### src/hdl/hltd_pkg.sv
// ----------------------------------------------------------------------------
// hltd_pkg: shared types and constants of the head/length/tail deframer
// Byte type, result limit, frame layout and register index codes.
// ----------------------------------------------------------------------------
package hltd_pkg;

  typedef logic [7:0] byte_t;

  // Results per received byte at most, and the width that counts them
  localparam int MaxResults = 64;
  localparam int ResW       = $clog2(MaxResults + 1);

  // Frame layout: head pair, 16-bit length, payload, tail pair
  localparam int FrameOverhead = 6;
  localparam int LenFieldEnd   = 4;
  localparam int HeadBytes     = 2;
  localparam int TailBytes     = 2;
  localparam int TotalW        = 17;

  // Configuration register indexes
  localparam int CfgIdxW = 8;
  localparam logic [CfgIdxW-1:0] CfgHeadFirst  = 8'd0;
  localparam logic [CfgIdxW-1:0] CfgHeadSecond = 8'd1;
  localparam logic [CfgIdxW-1:0] CfgTailFirst  = 8'd2;
  localparam logic [CfgIdxW-1:0] CfgTailSecond = 8'd3;

  // Register reset values
  localparam byte_t HeadFirstReset  = 8'h93;
  localparam byte_t HeadSecondReset = 8'h00;
  localparam byte_t TailFirstReset  = 8'h00;
  localparam byte_t TailSecondReset = 8'h00;

  // Result kinds
  localparam logic EvFrameByte = 1'b0;
  localparam logic EvOverlong  = 1'b1;

endpackage

### src/hdl/hltd_if.sv
// ----------------------------------------------------------------------------
// hltd_if: valid/ready channels of the head/length/tail deframer
// Receive byte channel, frame result channel and register write channel.
// ----------------------------------------------------------------------------
interface hltd_rx_if;
  logic            valid;
  logic            ready;
  hltd_pkg::byte_t rx_byte;

  modport source (output valid, output rx_byte, input ready);
  modport sink   (input valid, input rx_byte, output ready);
endinterface

interface hltd_frame_if;
  logic            valid;
  logic            ready;
  hltd_pkg::byte_t frame_byte;
  logic            frame_end;
  logic            event_kind;

  modport source (output valid, output frame_byte, output frame_end,
                  output event_kind, input ready);
  modport sink   (input valid, input frame_byte, input frame_end,
                  input event_kind, output ready);
endinterface

interface hltd_cfg_if;
  logic                                 valid;
  logic                                 ready;
  logic [hltd_pkg::CfgIdxW-1:0]         reg_index;
  hltd_pkg::byte_t                      reg_data;

  modport source (output valid, output reg_index, output reg_data, input ready);
  modport sink   (input valid, input reg_index, input reg_data, output ready);
endinterface

### src/hdl/head_length_tail_deframer_unit.sv
// ----------------------------------------------------------------------------
// head_length_tail_deframer_unit: length-prefixed frame deframer
// Collects received bytes in a circular buffer, hunts for the head pair,
// checks the tail pair, emits whole frames byte by byte and reports overlong ones.
// ----------------------------------------------------------------------------
//
//  channel   dir  handshake       payload
//  rx_i      in   valid / ready   rx_byte
//  frame_o   out  valid / ready   frame_byte, frame_end, event_kind
//  cfg_i     in   valid / ready   reg_index, reg_data (ready always high)
//
//  One byte is taken per step; ready stays low until the step is finished.
//  A step hunts from the front of the buffer, reading one buffer byte per
//  cycle through the single RAM read port, and stops at the first head
//  pair; a head with enough bytes held goes on to the length fetch and
//  check, then to the tail check. Each frame byte is emitted by a RAM read
//  and an output load, plus any stall on frame_o; a bad tail costs one
//  more hunt over the buffer.
//  Reset empties the buffer at once (pointer and count); no clearing pass.
// ----------------------------------------------------------------------------
module head_length_tail_deframer_unit #(
  parameter int BUFFER_BYTES = 64
) (
  input  logic                 clk_i,
  input  logic                 rst_ni,
  hltd_rx_if.sink              rx_i,
  hltd_frame_if.source         frame_o,
  hltd_cfg_if.sink             cfg_i
);
  import hltd_pkg::*;

  localparam int AW    = $clog2(BUFFER_BYTES);
  localparam int CW    = $clog2(BUFFER_BYTES + 1);
  localparam int Limit = (BUFFER_BYTES < MaxResults) ? BUFFER_BYTES : MaxResults;

  typedef enum logic [3:0] {
    ST_IDLE,
    ST_HUNT,
    ST_LEN_A,
    ST_LEN_B,
    ST_LEN_C,
    ST_CHECK,
    ST_TAIL_A,
    ST_TAIL_B,
    ST_TAIL_C,
    ST_EMIT_ADDR,
    ST_EMIT_OUT
  } state_e;

  // Advance a buffer pointer by n, wrapping once at the buffer size
  function automatic logic [AW-1:0] wrap_add(logic [AW-1:0] b, logic [CW-1:0] n);
    logic [CW:0] s;
    s = (CW+1)'(b) + (CW+1)'(n);
    if (s >= (CW+1)'(BUFFER_BYTES)) begin
      s = s - (CW+1)'(BUFFER_BYTES);
    end
    return s[AW-1:0];
  endfunction

  // Buffer RAM
  byte_t mem [BUFFER_BYTES];
  byte_t rdata_q;
  logic  wr_en;
  logic [AW-1:0] wr_addr;
  logic [AW-1:0] rd_addr;

  // Sequencer and buffer bookkeeping
  state_e state_q, state_d;
  logic [AW-1:0]     base_q, base_d;
  logic [CW-1:0]     count_q, count_d;
  logic [CW-1:0]     idx_q, idx_d;
  logic [CW-1:0]     rlog_q, rlog_d;
  logic              rv_q, rv_d;
  logic              prev_ok_q, prev_ok_d;
  byte_t             prev_q, prev_d;
  byte_t             len_lo_q, len_lo_d;
  logic [TotalW-1:0] total_q, total_d;
  logic              tail_ok_q, tail_ok_d;
  logic [ResW-1:0]   nres_q, nres_d;

  // Registers
  byte_t head0_q, head0_d, head1_q, head1_d;
  byte_t tail0_q, tail0_d, tail1_q, tail1_d;

  // Output stage
  logic  out_valid_q, out_valid_d;
  byte_t out_byte_q, out_byte_d;
  logic  out_end_q, out_end_d;
  logic  out_kind_q, out_kind_d;

  logic rx_xfer;
  logic cfg_xfer;
  logic slot_free;

  assign rx_xfer   = rx_i.valid && rx_i.ready;
  assign cfg_xfer  = cfg_i.valid && cfg_i.ready;
  assign slot_free = !out_valid_q || frame_o.ready;
  assign rd_addr   = wrap_add(base_q, idx_q);

  assign rx_i.ready         = (state_q == ST_IDLE);
  assign cfg_i.ready        = 1'b1;
  assign frame_o.valid      = out_valid_q;
  assign frame_o.frame_byte = out_byte_q;
  assign frame_o.frame_end  = out_end_q;
  assign frame_o.event_kind = out_kind_q;

  always_ff @(posedge clk_i) begin
    if (wr_en) begin
      mem[wr_addr] <= rx_i.rx_byte;
    end
    rdata_q <= mem[rd_addr];
  end

  always_comb begin
    logic          hunt_go;
    logic          load;
    logic [CW-1:0] pos;
    logic [CW-1:0] remain;

    state_d     = state_q;
    base_d      = base_q;
    count_d     = count_q;
    idx_d       = idx_q;
    rlog_d      = rlog_q;
    rv_d        = rv_q;
    prev_ok_d   = prev_ok_q;
    prev_d      = prev_q;
    len_lo_d    = len_lo_q;
    total_d     = total_q;
    tail_ok_d   = tail_ok_q;
    nres_d      = nres_q;
    head0_d     = head0_q;
    head1_d     = head1_q;
    tail0_d     = tail0_q;
    tail1_d     = tail1_q;
    out_byte_d  = out_byte_q;
    out_end_d   = out_end_q;
    out_kind_d  = out_kind_q;
    wr_en       = 1'b0;
    wr_addr     = wrap_add(base_q, count_q);
    hunt_go     = 1'b0;
    load        = 1'b0;
    pos         = rlog_q - CW'(1);
    remain      = count_q - pos;

    // Register writes land in any state; unknown indexes are dropped
    if (cfg_xfer) begin
      case (cfg_i.reg_index)
        CfgHeadFirst:  head0_d = cfg_i.reg_data;
        CfgHeadSecond: head1_d = cfg_i.reg_data;
        CfgTailFirst:  tail0_d = cfg_i.reg_data;
        CfgTailSecond: tail1_d = cfg_i.reg_data;
        default: ;
      endcase
    end

    case (state_q)
      ST_IDLE: begin
        if (rx_xfer) begin
          wr_en = 1'b1;
          if (count_q == CW'(BUFFER_BYTES)) begin
            // Full: overwrite the oldest slot and advance past it
            wr_addr = base_q;
            base_d  = wrap_add(base_q, CW'(1));
          end else begin
            count_d = count_q + CW'(1);
          end
          nres_d  = '0;
          hunt_go = 1'b1;
          state_d = ST_HUNT;
        end
      end

      ST_HUNT: begin
        // Stream the buffer from its front, one byte per cycle
        rv_d   = (idx_q < count_q);
        rlog_d = idx_q;
        if (idx_q < count_q) begin
          idx_d = idx_q + CW'(1);
        end
        if (rv_q) begin
          if (prev_ok_q && prev_q == head0_q && rdata_q == head1_q) begin
            // Head at pos: drop the garbage in front of it
            base_d  = wrap_add(base_q, pos);
            count_d = remain;
            if (remain < CW'(LenFieldEnd)) begin
              state_d = ST_IDLE;
            end else begin
              idx_d   = CW'(HeadBytes);
              state_d = ST_LEN_A;
            end
          end else begin
            prev_d    = rdata_q;
            prev_ok_d = 1'b1;
          end
        end else if (idx_q >= count_q) begin
          // No head: keep only the last byte, it may start one
          if (count_q > CW'(1)) begin
            base_d  = wrap_add(base_q, count_q - CW'(1));
            count_d = CW'(1);
          end
          state_d = ST_IDLE;
        end
      end

      ST_LEN_A: begin
        idx_d   = CW'(HeadBytes + 1);
        state_d = ST_LEN_B;
      end

      ST_LEN_B: begin
        len_lo_d = rdata_q;
        state_d  = ST_LEN_C;
      end

      ST_LEN_C: begin
        total_d = TotalW'(FrameOverhead) + TotalW'({rdata_q, len_lo_q});
        state_d = ST_CHECK;
      end

      ST_CHECK: begin
        if (total_q > TotalW'(Limit)) begin
          // Overlong: report it once, drop the head and hunt again
          if (nres_q >= ResW'(MaxResults)) begin
            state_d = ST_IDLE;
          end else if (slot_free) begin
            load       = 1'b1;
            out_byte_d = '0;
            out_end_d  = 1'b0;
            out_kind_d = EvOverlong;
            nres_d     = nres_q + ResW'(1);
            base_d     = wrap_add(base_q, CW'(HeadBytes));
            count_d    = count_q - CW'(HeadBytes);
            hunt_go    = 1'b1;
            state_d    = ST_HUNT;
          end
        end else if (TotalW'(count_q) < total_q) begin
          state_d = ST_IDLE;
        end else begin
          idx_d   = CW'(total_q - TotalW'(TailBytes));
          state_d = ST_TAIL_A;
        end
      end

      ST_TAIL_A: begin
        idx_d   = CW'(total_q - TotalW'(1));
        state_d = ST_TAIL_B;
      end

      ST_TAIL_B: begin
        tail_ok_d = (rdata_q == tail0_q);
        state_d   = ST_TAIL_C;
      end

      ST_TAIL_C: begin
        if (!tail_ok_q || rdata_q != tail1_q) begin
          // Bad tail: drop the head and rescan what is held
          base_d  = wrap_add(base_q, CW'(HeadBytes));
          count_d = count_q - CW'(HeadBytes);
          hunt_go = 1'b1;
          state_d = ST_HUNT;
        end else if ((TotalW'(nres_q) + total_q) > TotalW'(MaxResults)) begin
          // Hold the frame for a later step
          state_d = ST_IDLE;
        end else begin
          idx_d   = '0;
          state_d = ST_EMIT_ADDR;
        end
      end

      ST_EMIT_ADDR: begin
        state_d = ST_EMIT_OUT;
      end

      ST_EMIT_OUT: begin
        if (slot_free) begin
          load       = 1'b1;
          out_byte_d = rdata_q;
          out_end_d  = ((TotalW'(idx_q) + TotalW'(1)) == total_q);
          out_kind_d = EvFrameByte;
          nres_d     = nres_q + ResW'(1);
          if ((TotalW'(idx_q) + TotalW'(1)) == total_q) begin
            base_d  = wrap_add(base_q, CW'(total_q));
            count_d = count_q - CW'(total_q);
            hunt_go = 1'b1;
            state_d = ST_HUNT;
          end else begin
            idx_d   = idx_q + CW'(1);
            state_d = ST_EMIT_ADDR;
          end
        end
      end

      default: begin
        state_d = ST_IDLE;
      end
    endcase

    if (hunt_go) begin
      idx_d     = '0;
      rv_d      = 1'b0;
      prev_ok_d = 1'b0;
    end

    if (load) begin
      out_valid_d = 1'b1;
    end else if (frame_o.ready) begin
      out_valid_d = 1'b0;
    end else begin
      out_valid_d = out_valid_q;
    end
  end

  always_ff @(posedge clk_i or negedge rst_ni) begin
    if (!rst_ni) begin
      state_q     <= ST_IDLE;
      base_q      <= '0;
      count_q     <= '0;
      idx_q       <= '0;
      rlog_q      <= '0;
      rv_q        <= 1'b0;
      prev_ok_q   <= 1'b0;
      prev_q      <= '0;
      len_lo_q    <= '0;
      total_q     <= '0;
      tail_ok_q   <= 1'b0;
      nres_q      <= '0;
      head0_q     <= HeadFirstReset;
      head1_q     <= HeadSecondReset;
      tail0_q     <= TailFirstReset;
      tail1_q     <= TailSecondReset;
      out_valid_q <= 1'b0;
      out_byte_q  <= '0;
      out_end_q   <= 1'b0;
      out_kind_q  <= EvFrameByte;
    end else begin
      state_q     <= state_d;
      base_q      <= base_d;
      count_q     <= count_d;
      idx_q       <= idx_d;
      rlog_q      <= rlog_d;
      rv_q        <= rv_d;
      prev_ok_q   <= prev_ok_d;
      prev_q      <= prev_d;
      len_lo_q    <= len_lo_d;
      total_q     <= total_d;
      tail_ok_q   <= tail_ok_d;
      nres_q      <= nres_d;
      head0_q     <= head0_d;
      head1_q     <= head1_d;
      tail0_q     <= tail0_d;
      tail1_q     <= tail1_d;
      out_valid_q <= out_valid_d;
      out_byte_q  <= out_byte_d;
      out_end_q   <= out_end_d;
      out_kind_q  <= out_kind_d;
    end
  end

`ifndef SYNTHESIS
  // Buffer bookkeeping stays within the RAM
  a_count_bound: assert property (@(posedge clk_i) disable iff (!rst_ni)
    count_q <= CW'(BUFFER_BYTES))
    else $error("pending count exceeds buffer size");

  a_base_bound: assert property (@(posedge clk_i) disable iff (!rst_ni)
    base_q < AW'(BUFFER_BYTES - 1) || base_q == AW'(BUFFER_BYTES - 1))
    else $error("buffer front pointer out of range");

  // A received byte always starts a step
  a_step_starts: assert property (@(posedge clk_i) disable iff (!rst_ni)
    rx_xfer |=> state_q != ST_IDLE)
    else $error("accepted byte did not start a step");

  // The per-step result budget is never overrun
  a_result_budget: assert property (@(posedge clk_i) disable iff (!rst_ni)
    nres_q <= ResW'(MaxResults))
    else $error("result count exceeds limit");

  // Drop events carry no byte and no end mark
  a_drop_event: assert property (@(posedge clk_i) disable iff (!rst_ni)
    (out_valid_q && out_kind_q == EvOverlong) |-> (out_byte_q == '0 && !out_end_q))
    else $error("drop event with frame payload");
`endif

endmodule
### src/flat_wrapper.sv
// flat-port wrapper written by rule: the top's interface ports become plain ports
module head_length_tail_deframer_unit_flat import hltd_pkg::*;
#(
  parameter int BUFFER_BYTES = 64
)
  (clk_i, rst_ni, rx_i_valid, rx_i_rx_byte, rx_i_ready, frame_o_valid, frame_o_frame_byte, frame_o_frame_end, frame_o_event_kind, frame_o_ready, cfg_i_valid, cfg_i_reg_index, cfg_i_reg_data, cfg_i_ready);
  hltd_rx_if rx_i_i ();
  hltd_frame_if frame_o_i ();
  hltd_cfg_if cfg_i_i ();
  input  logic clk_i;
  input  logic rst_ni;
  input wire logic [$bits(rx_i_i.valid)-1:0] rx_i_valid;
  input wire logic [$bits(rx_i_i.rx_byte)-1:0] rx_i_rx_byte;
  output wire logic [$bits(rx_i_i.ready)-1:0] rx_i_ready;
  output wire logic [$bits(frame_o_i.valid)-1:0] frame_o_valid;
  output wire logic [$bits(frame_o_i.frame_byte)-1:0] frame_o_frame_byte;
  output wire logic [$bits(frame_o_i.frame_end)-1:0] frame_o_frame_end;
  output wire logic [$bits(frame_o_i.event_kind)-1:0] frame_o_event_kind;
  input wire logic [$bits(frame_o_i.ready)-1:0] frame_o_ready;
  input wire logic [$bits(cfg_i_i.valid)-1:0] cfg_i_valid;
  input wire logic [$bits(cfg_i_i.reg_index)-1:0] cfg_i_reg_index;
  input wire logic [$bits(cfg_i_i.reg_data)-1:0] cfg_i_reg_data;
  output wire logic [$bits(cfg_i_i.ready)-1:0] cfg_i_ready;
  assign rx_i_i.valid = rx_i_valid;
  assign rx_i_i.rx_byte = rx_i_rx_byte;
  assign rx_i_ready = rx_i_i.ready;
  assign frame_o_valid = frame_o_i.valid;
  assign frame_o_frame_byte = frame_o_i.frame_byte;
  assign frame_o_frame_end = frame_o_i.frame_end;
  assign frame_o_event_kind = frame_o_i.event_kind;
  assign frame_o_i.ready = frame_o_ready;
  assign cfg_i_i.valid = cfg_i_valid;
  assign cfg_i_i.reg_index = cfg_i_reg_index;
  assign cfg_i_i.reg_data = cfg_i_reg_data;
  assign cfg_i_ready = cfg_i_i.ready;
  head_length_tail_deframer_unit #(.BUFFER_BYTES(BUFFER_BYTES)) u_core (.clk_i(clk_i), .rst_ni(rst_ni), .rx_i(rx_i_i), .frame_o(frame_o_i), .cfg_i(cfg_i_i));
endmodule
### config.mk
export PLATFORM = sky130hd
export DESIGN_NAME = head_length_tail_deframer_unit_flat
export DESIGN_NICKNAME = d
export VERILOG_FILES = /design/src/hdl/hltd_pkg.sv /design/src/hdl/hltd_if.sv /design/src/hdl/head_length_tail_deframer_unit.sv /design/src/flat_wrapper.sv
export SDC_FILE = /design/constraint.sdc
export NUM_CORES = 1
export LEC_CHECK = 0
export BUFFER_PORTS_ARGS = -buffer_cell sky130_fd_sc_hd__buf_2
export CORE_MARGIN = 2
export CORE_UTILIZATION = 55
export DETAILED_ROUTE_END_ITERATION = 8
export GPL_TIMING_DRIVEN = 0
export PLACE_DENSITY = 0.84
export SLEW_MARGIN = 20
export SYNTH_ARGS = -nofsm -noshare
export SYNTH_HDL_FRONTEND = slang
export SYNTH_SLANG_ARGS = --single-unit
### constraint.sdc
create_clock -name clk_i -period 3.5 [get_ports clk_i]
set_clock_uncertainty 0.1 [all_clocks]
set_input_delay 0.35 -clock clk_i [delete_from_list [all_inputs] [get_ports clk_i]]
set_output_delay 0.35 -clock clk_i [all_outputs]
set_load 0.02 [all_outputs]
# After elaboration in Yosys (flattened, before gate mapping)
# Memory sizes are Yosys's and may differ from the RTL's. A register that Yosys moved wholly into a read port is not among the register bits.
# Cells that the tools add are included.
# totals
in_bits,29
ramBits,512
output_inout_bits,13
mem_count,1
ff_bits,117
# memory_table
memory,depth,word_bits,rd,rd_clocked_by_memory_dff,write_ports,line,text
u_core.mem,64,8,1,1,1,head_length_tail_deframer_unit.sv:61,byte_t mem [BUFFER_BYTES];
# op_classes
bitwise_logic,1
n_lt_le_gt_ge,15
add_sub_neg,27
n_reduce_logical,28
eq_ne,39
n_mux,101
# op_table
operator,n
7-bit 2-to-1 mux,27
6-bit 2-to-1 mux,22
4-bit 2-to-1 mux,11
4-bit case mux with 11 select lines,1
7-bit case mux with 6 select lines,1
"6-bit by 1-bit subtractor with 6-bit output, second input constant",7
6-bit by 7-bit adder with 8-bit output,5
"8-bit by 7-bit >= comparator with 1-bit output, second input constant",5
7-bit case mux with 5 select lines,1
"17-bit by 7-bit > comparator with 1-bit output, second input constant",2
8-bit 2-to-1 mux,4
6-bit case mux with 5 select lines,1
1-bit 2-to-1 mux,25
8-bit equality test,3
12-bit AND reduction,2
"7-bit by 1-bit adder with 7-bit output, second input constant",3
"7-bit >= comparator, second input constant",3
7-bit case mux with 3 select lines,1
"7-bit by 1-bit subtractor with 7-bit output, second input constant",3
"3-bit inequality test, second input constant",6
"3-bit by 16-bit adder with 17-bit output, first input constant",1
7-bit by 17-bit adder with 17-bit output,1
8-bit by 17-bit equality test with 1-bit output,1
7-bit by 17-bit < comparator with 1-bit output,1
other kinds (41),74

# Longest topological paths before layout
# logic_depth
word_depth,8
ltp_mapped,15
depth_no_buf,14

# Least setup slack after synthesis
# Ideal clock, no wire load.
# synth_timing
kind,register to register
from,reg u_core.state_q[0]
to,"mem u_core.mem[53][0] (netlist bit), enable pin"
stages_incl_launch_ff,10
setup_time_ps,370
t_arrival_ps,3101
n_path_buf,2
slack_ps,-72
path_cell_list,dfrtp_1 -> nor4_1 -> and2_1 -> buf_2 -> nand2_1 -> clkbuf_1 -> o21ai_0 -> nor2b_1 -> nand2_1 -> nor2_1
# synth_between
elab_chain_len,6
word_cells_on_any_way,8
classes_between,6 x mux; 2 x reduce/logical
# synth_lines
item,line,text
start: declaration,head_length_tail_deframer_unit.sv:68,"state_e state_q, state_d;"
start signal: assignment,head_length_tail_deframer_unit.sv:337,state_q <= state_d;
4-bit zero test (*),head_length_tail_deframer_unit.sv:100,assign rx_i.ready = (state_q == ST_IDLE);
via rx_i_ready,flat_wrapper.sv:14,output wire logic [$bits(rx_i_i.ready)-1:0] rx_i_ready;
1-bit logical AND,head_length_tail_deframer_unit.sv:95,assign rx_xfer = rx_i.valid && rx_i.ready;
1-bit 2-to-1 mux,head_length_tail_deframer_unit.sv:159,if (rx_xfer) begin
1-bit 2-to-1 mux,head_length_tail_deframer_unit.sv:157,case (state_q)
1-bit 2-to-1 mux,head_length_tail_deframer_unit.sv:108,if (wr_en) begin
1-bit 2-to-1 mux (implied by the code),head_length_tail_deframer_unit.sv:109,mem[wr_addr] <= rx_i.rx_byte;
end: declaration,head_length_tail_deframer_unit.sv:61,
# The timed path passes the listed nets; every way through them passes the cells marked *.

# Worst setup path after layout
# layout_timing
from,reg u_core.rlog_q[2]
to,reg u_core.idx_q[4]
# layout_between
elab_chain_len,8
# layout_lines
item,line,text
start: declaration,head_length_tail_deframer_unit.sv:72,"logic [CW-1:0] rlog_q, rlog_d;"
start signal: assignment,head_length_tail_deframer_unit.sv:341,rlog_q <= rlog_d;
7-bit by 1-bit subtractor with 7-bit output,head_length_tail_deframer_unit.sv:143,pos = rlog_q - CW'(1);
7-bit subtractor,head_length_tail_deframer_unit.sv:144,remain = count_q - pos;
7-bit by 3-bit < comparator with 1-bit output,head_length_tail_deframer_unit.sv:186,if (remain < CW'(LenFieldEnd)) begin
7-bit 2-to-1 mux,head_length_tail_deframer_unit.sv:186,
7-bit 2-to-1 mux,head_length_tail_deframer_unit.sv:182,if (prev_ok_q && prev_q == head0_q && rdata_q == head1_q) begin
7-bit 2-to-1 mux,head_length_tail_deframer_unit.sv:181,if (rv_q) begin
7-bit case mux with 6 select lines,head_length_tail_deframer_unit.sv:157,
7-bit 2-to-1 mux,head_length_tail_deframer_unit.sv:299,if (hunt_go) begin
end signal: assignment,head_length_tail_deframer_unit.sv:340,idx_q <= idx_d;
end: declaration,head_length_tail_deframer_unit.sv:71,"logic [CW-1:0] idx_q, idx_d;"
# No other way between the ends.
# A chain may end at the register's enable or synchronous reset.

==> results.py <==
metrics = {
    "placed_design": {
        "port-buffer-count": 40,
        "hpwlAfterDp_mm": 46.1,
        "gp_congestion": 0.985,
        "placed_area_um2": 29800,
    },
    "synthesis": {
        "synth-seq-cells": 637,
        "yosys.area_share.simple_pct": 6.38,
        "synth_compound_area_share_pct": 6.05,
        "synth_warnings": 0,
        "postSynthNetCount": 1899,
        "yosysTopAreaCell": "edfxtp_1",
        "ys_types": 82,
        "synth_xor_area_share_pct": 3.18,
        "synth_flop_cell": "edfxtp_1",
        "yosysSeqAreaShare_pct": 64.4,
        "synthAdderAreaFrac_pct": 3.08,
        "syn_inst": 1803,
        "synth.area.mux_share_pct": 15.1,
        "synth_top_family_by_area": "multiplexers",
        "synth_area_um2": 28700,
        "syn_area_per_cell_um2": 15.9,
        "synthTopCellsByArea": "edfxtp_1, mux4_2, dfrtp_1",
        "synth_edf_count": 512,
        "synth_top_cell_area_share_pct": 53.6,
        "synthArstFlopShare_pct": 18.4,
    },
    "clock_network": {
        "root_buffer": "clkbuf_16",
        "clk_pin_slew_worst_paths_ns": 0.07,
        "cts_tree": "done",
        "htree_levels": 2,
        "cts_sinks": 637,
        "cts_buffer_depth": 3,
        "clkLatencyLatePin_ns": 0.67,
        "cts_buffers": 61,
    },
    "grt": {
        "grt_max_degree": 85,
        "grt_usage_pct": 28.9,
        "overflow": 0,
        "grt_first_pass_wirelength_mm": 115,
        "antenna_found_initial": 1,
        "grt_pass1_vias": 17700,
    },
    "floorplanning": {
        "core_region_area_um2": 51400,
        "die_area_um2": 54000,
        "die_x_um": 232,
        "floorplan.initialDensity_pct": 55.8,
        "fp-row-count": 83,
        "boundaryPins": 42,
        "die_h_um": 232,
    },
    "timing": {
        "tightest_slew_ns": 1.11,
        "clock.fmax_ghz": 0.268,
        "rsz0062_at_grt": "yes",
        "hold_viol": 0,
        "slew_headroom_pct": 25.4,
        "setup_viol": 5,
        "post-route-period-util_pct": 106,
        "fin_crit_ns": 3.72,
        "setup_slack_ns": -0.225,
        "final-max-slew-violation-count": 0,
    },
    "drt": {
        "ant_nets": 0,
        "vias_per_cell": 6.67,
        "drt_iter0_drc": 2274,
        "drt-total-wl_mm": 79.5,
        "wl_per_cell_um": 29.6,
        "drtPass1Iterations": 6,
        "vias": 17900,
        "drc": 0,
    },
    "run_status": {
        "violations": "negative setup slack",
        "status": "complete, but fails checks",
    },
    "worst_setup_path": {
        "crit_family": "compound AO/OA/AOI/OAI gates",
        "cp_cell_sequence": "nor3_4 > nand3_2 > xor2_2 > ha_1 > inv_2 > nor3_1 > a211o_1 > a311oi_4 > a311oi_2 > or4_4 > a221oi_4 > nor3_2 > a211oi_2",
        "critPathMaxStageDelay_ns": 0.57,
        "critPathCaptureType": "register",
        "critPathSlowestCell": "or4_4",
        "worstPathMaxFanout": 5,
        "crit_buf_inv": 1,
        "crit_type": "register to register",
        "required_ns": 3.93,
        "start_kind": "register",
        "path_depth": 13,
        "rr_worst_depth": 13,
        "worstPathArrival_ns": 4.16,
    },
    "cells_and_area": {
        "area_delta_synth_final_pct": 17.6,
        "final_layout_size_suffix_gt1_share_pct": 31.7,
        "final_common_cell": "edfxtp_1",
        "final_cell_mix": "edfxtp_1, mux4_2, dfrtp_1",
        "stdcell_area_um2": 33700,
        "fin_nets": 2057,
    },
    "run": {
        "drv_cap": 0,
    },
    "min_path": {
        "min_path_type": "input port to async pin",
    },
}
[sequential cells by signal, summed over array words and instances, names as in the netlist, 4 cells and up]
name and cells:
u_core.base_q 6, u_core.count_q 7, u_core.frame_o.frame_byte 8, u_core.head0_q 8, u_core.head1_q 8, u_core.idx_q 7
u_core.len_lo_q 8, u_core.mem 512, u_core.nres_q 7, u_core.prev_q 8, u_core.rdata_q 8, u_core.rlog_q 7
u_core.state_q 4, u_core.tail0_q 8, u_core.tail1_q 8, u_core.total_q 17
[what timing repair did]
item,CTS,global route
cloned,0,0
setup endpoints to repair,544,543
hold buffers,10,0
gates resized for setup,273,122
endpoints found under the hold margin,146,0
buffers inserted,10,37
pin swaps,9,30
[cells by family after synthesis]
logic type	after synthesis
muxes	227
adders and majority gates	67
other	1
and+or+nand+nor	378
xor gates and xnor gates	104
AOI/OAI and AO/OA	263
buffers and inverters	126
DFF	637
[layer usage]
layer  routed length (µm)  track usage (%)  vias to the layer above
met4                 4090             13.6                        0
met3                 6970             5.12                      227
met2                39500             47.5                     1168
met5                    0                0                        -
li1                     -                -                     7388
met1                29000             37.6                     9151
[cell type report]
cell class,count,area [µm²]
Inverter,41,161
Multi-Input combinational cell,1040,10700
Tap cell,680,851
Antenna cell,1,2.50
Timing Repair Buffer,98,907
Buffer,82,536
Clock inverter,37,464
Sequential cell,637,18500
Clock buffer,72,1590
Fill cell,3281,17700
[synthesized netlist by cell type (12+ instances only)]
cell and number:
inv_1 41, a21oi_1 74, buf_1 12, nor2b_1 15, o21ai_0 55, dfrtp_1 113
nand3_1 27, a21o_1 18, ha_1 61, and3_1 12, o22ai_1 13, xor2_1 39
nor2_1 133, xnor2_1 65, clkbuf_1 57, nand2b_1 19, edfxtp_1 512, mux2i_1 12
a211oi_1 20, mux4_2 160, mux2_2 55, nor3_1 25, nand2_1 86
[per-stage QoR]
step | worst slack (ns) | hold slack (ns) | cells | TNS (ns) | utilization [%]
2_1_floorplan | 0.0225 | -0.0456 | 1803 | 0 | -
5_1_grt | -0.333 | 0.102 | 2687 | -1.99 | 65.6
6_report | -0.225 | 0.0715 | 2688 | -0.536 | 65.6
3_3_place_gp | -0.925 | 0.365 | 2523 | -221.51 | 57.9
4_1_cts | -0.169 | 0.0848 | 2653 | -28.63 | 64.1
3_5_place_dp | -1.05 | 0.184 | 2524 | -277.10 | 57.9
[path summary, 6_finish.rpt]
| kind | start | to | slack [ns] |
|---|---|---|---|
| max | u_core.rlog_q[2] | u_core.idx_q[4] | -0.22 |
| min | rst_ni | u_core.state_q[2] | 0.07 |
| max reg2reg | u_core.rlog_q[2] | u_core.idx_q[4] | -0.22 |
| min reg2reg | u_core.len_lo_q[1] | u_core.total_q[1] | 0.38 |
| max in group asynchronous | rst_ni | u_core.head0_q[7] | 2.45 |
| min in group clk_i | cfg_i_reg_index[0] | u_core.head0_q[5] | 0.13 |
Power is not shown: default switching activity piles up to over one toggle a cycle in this logic, so the estimate is an artifact.
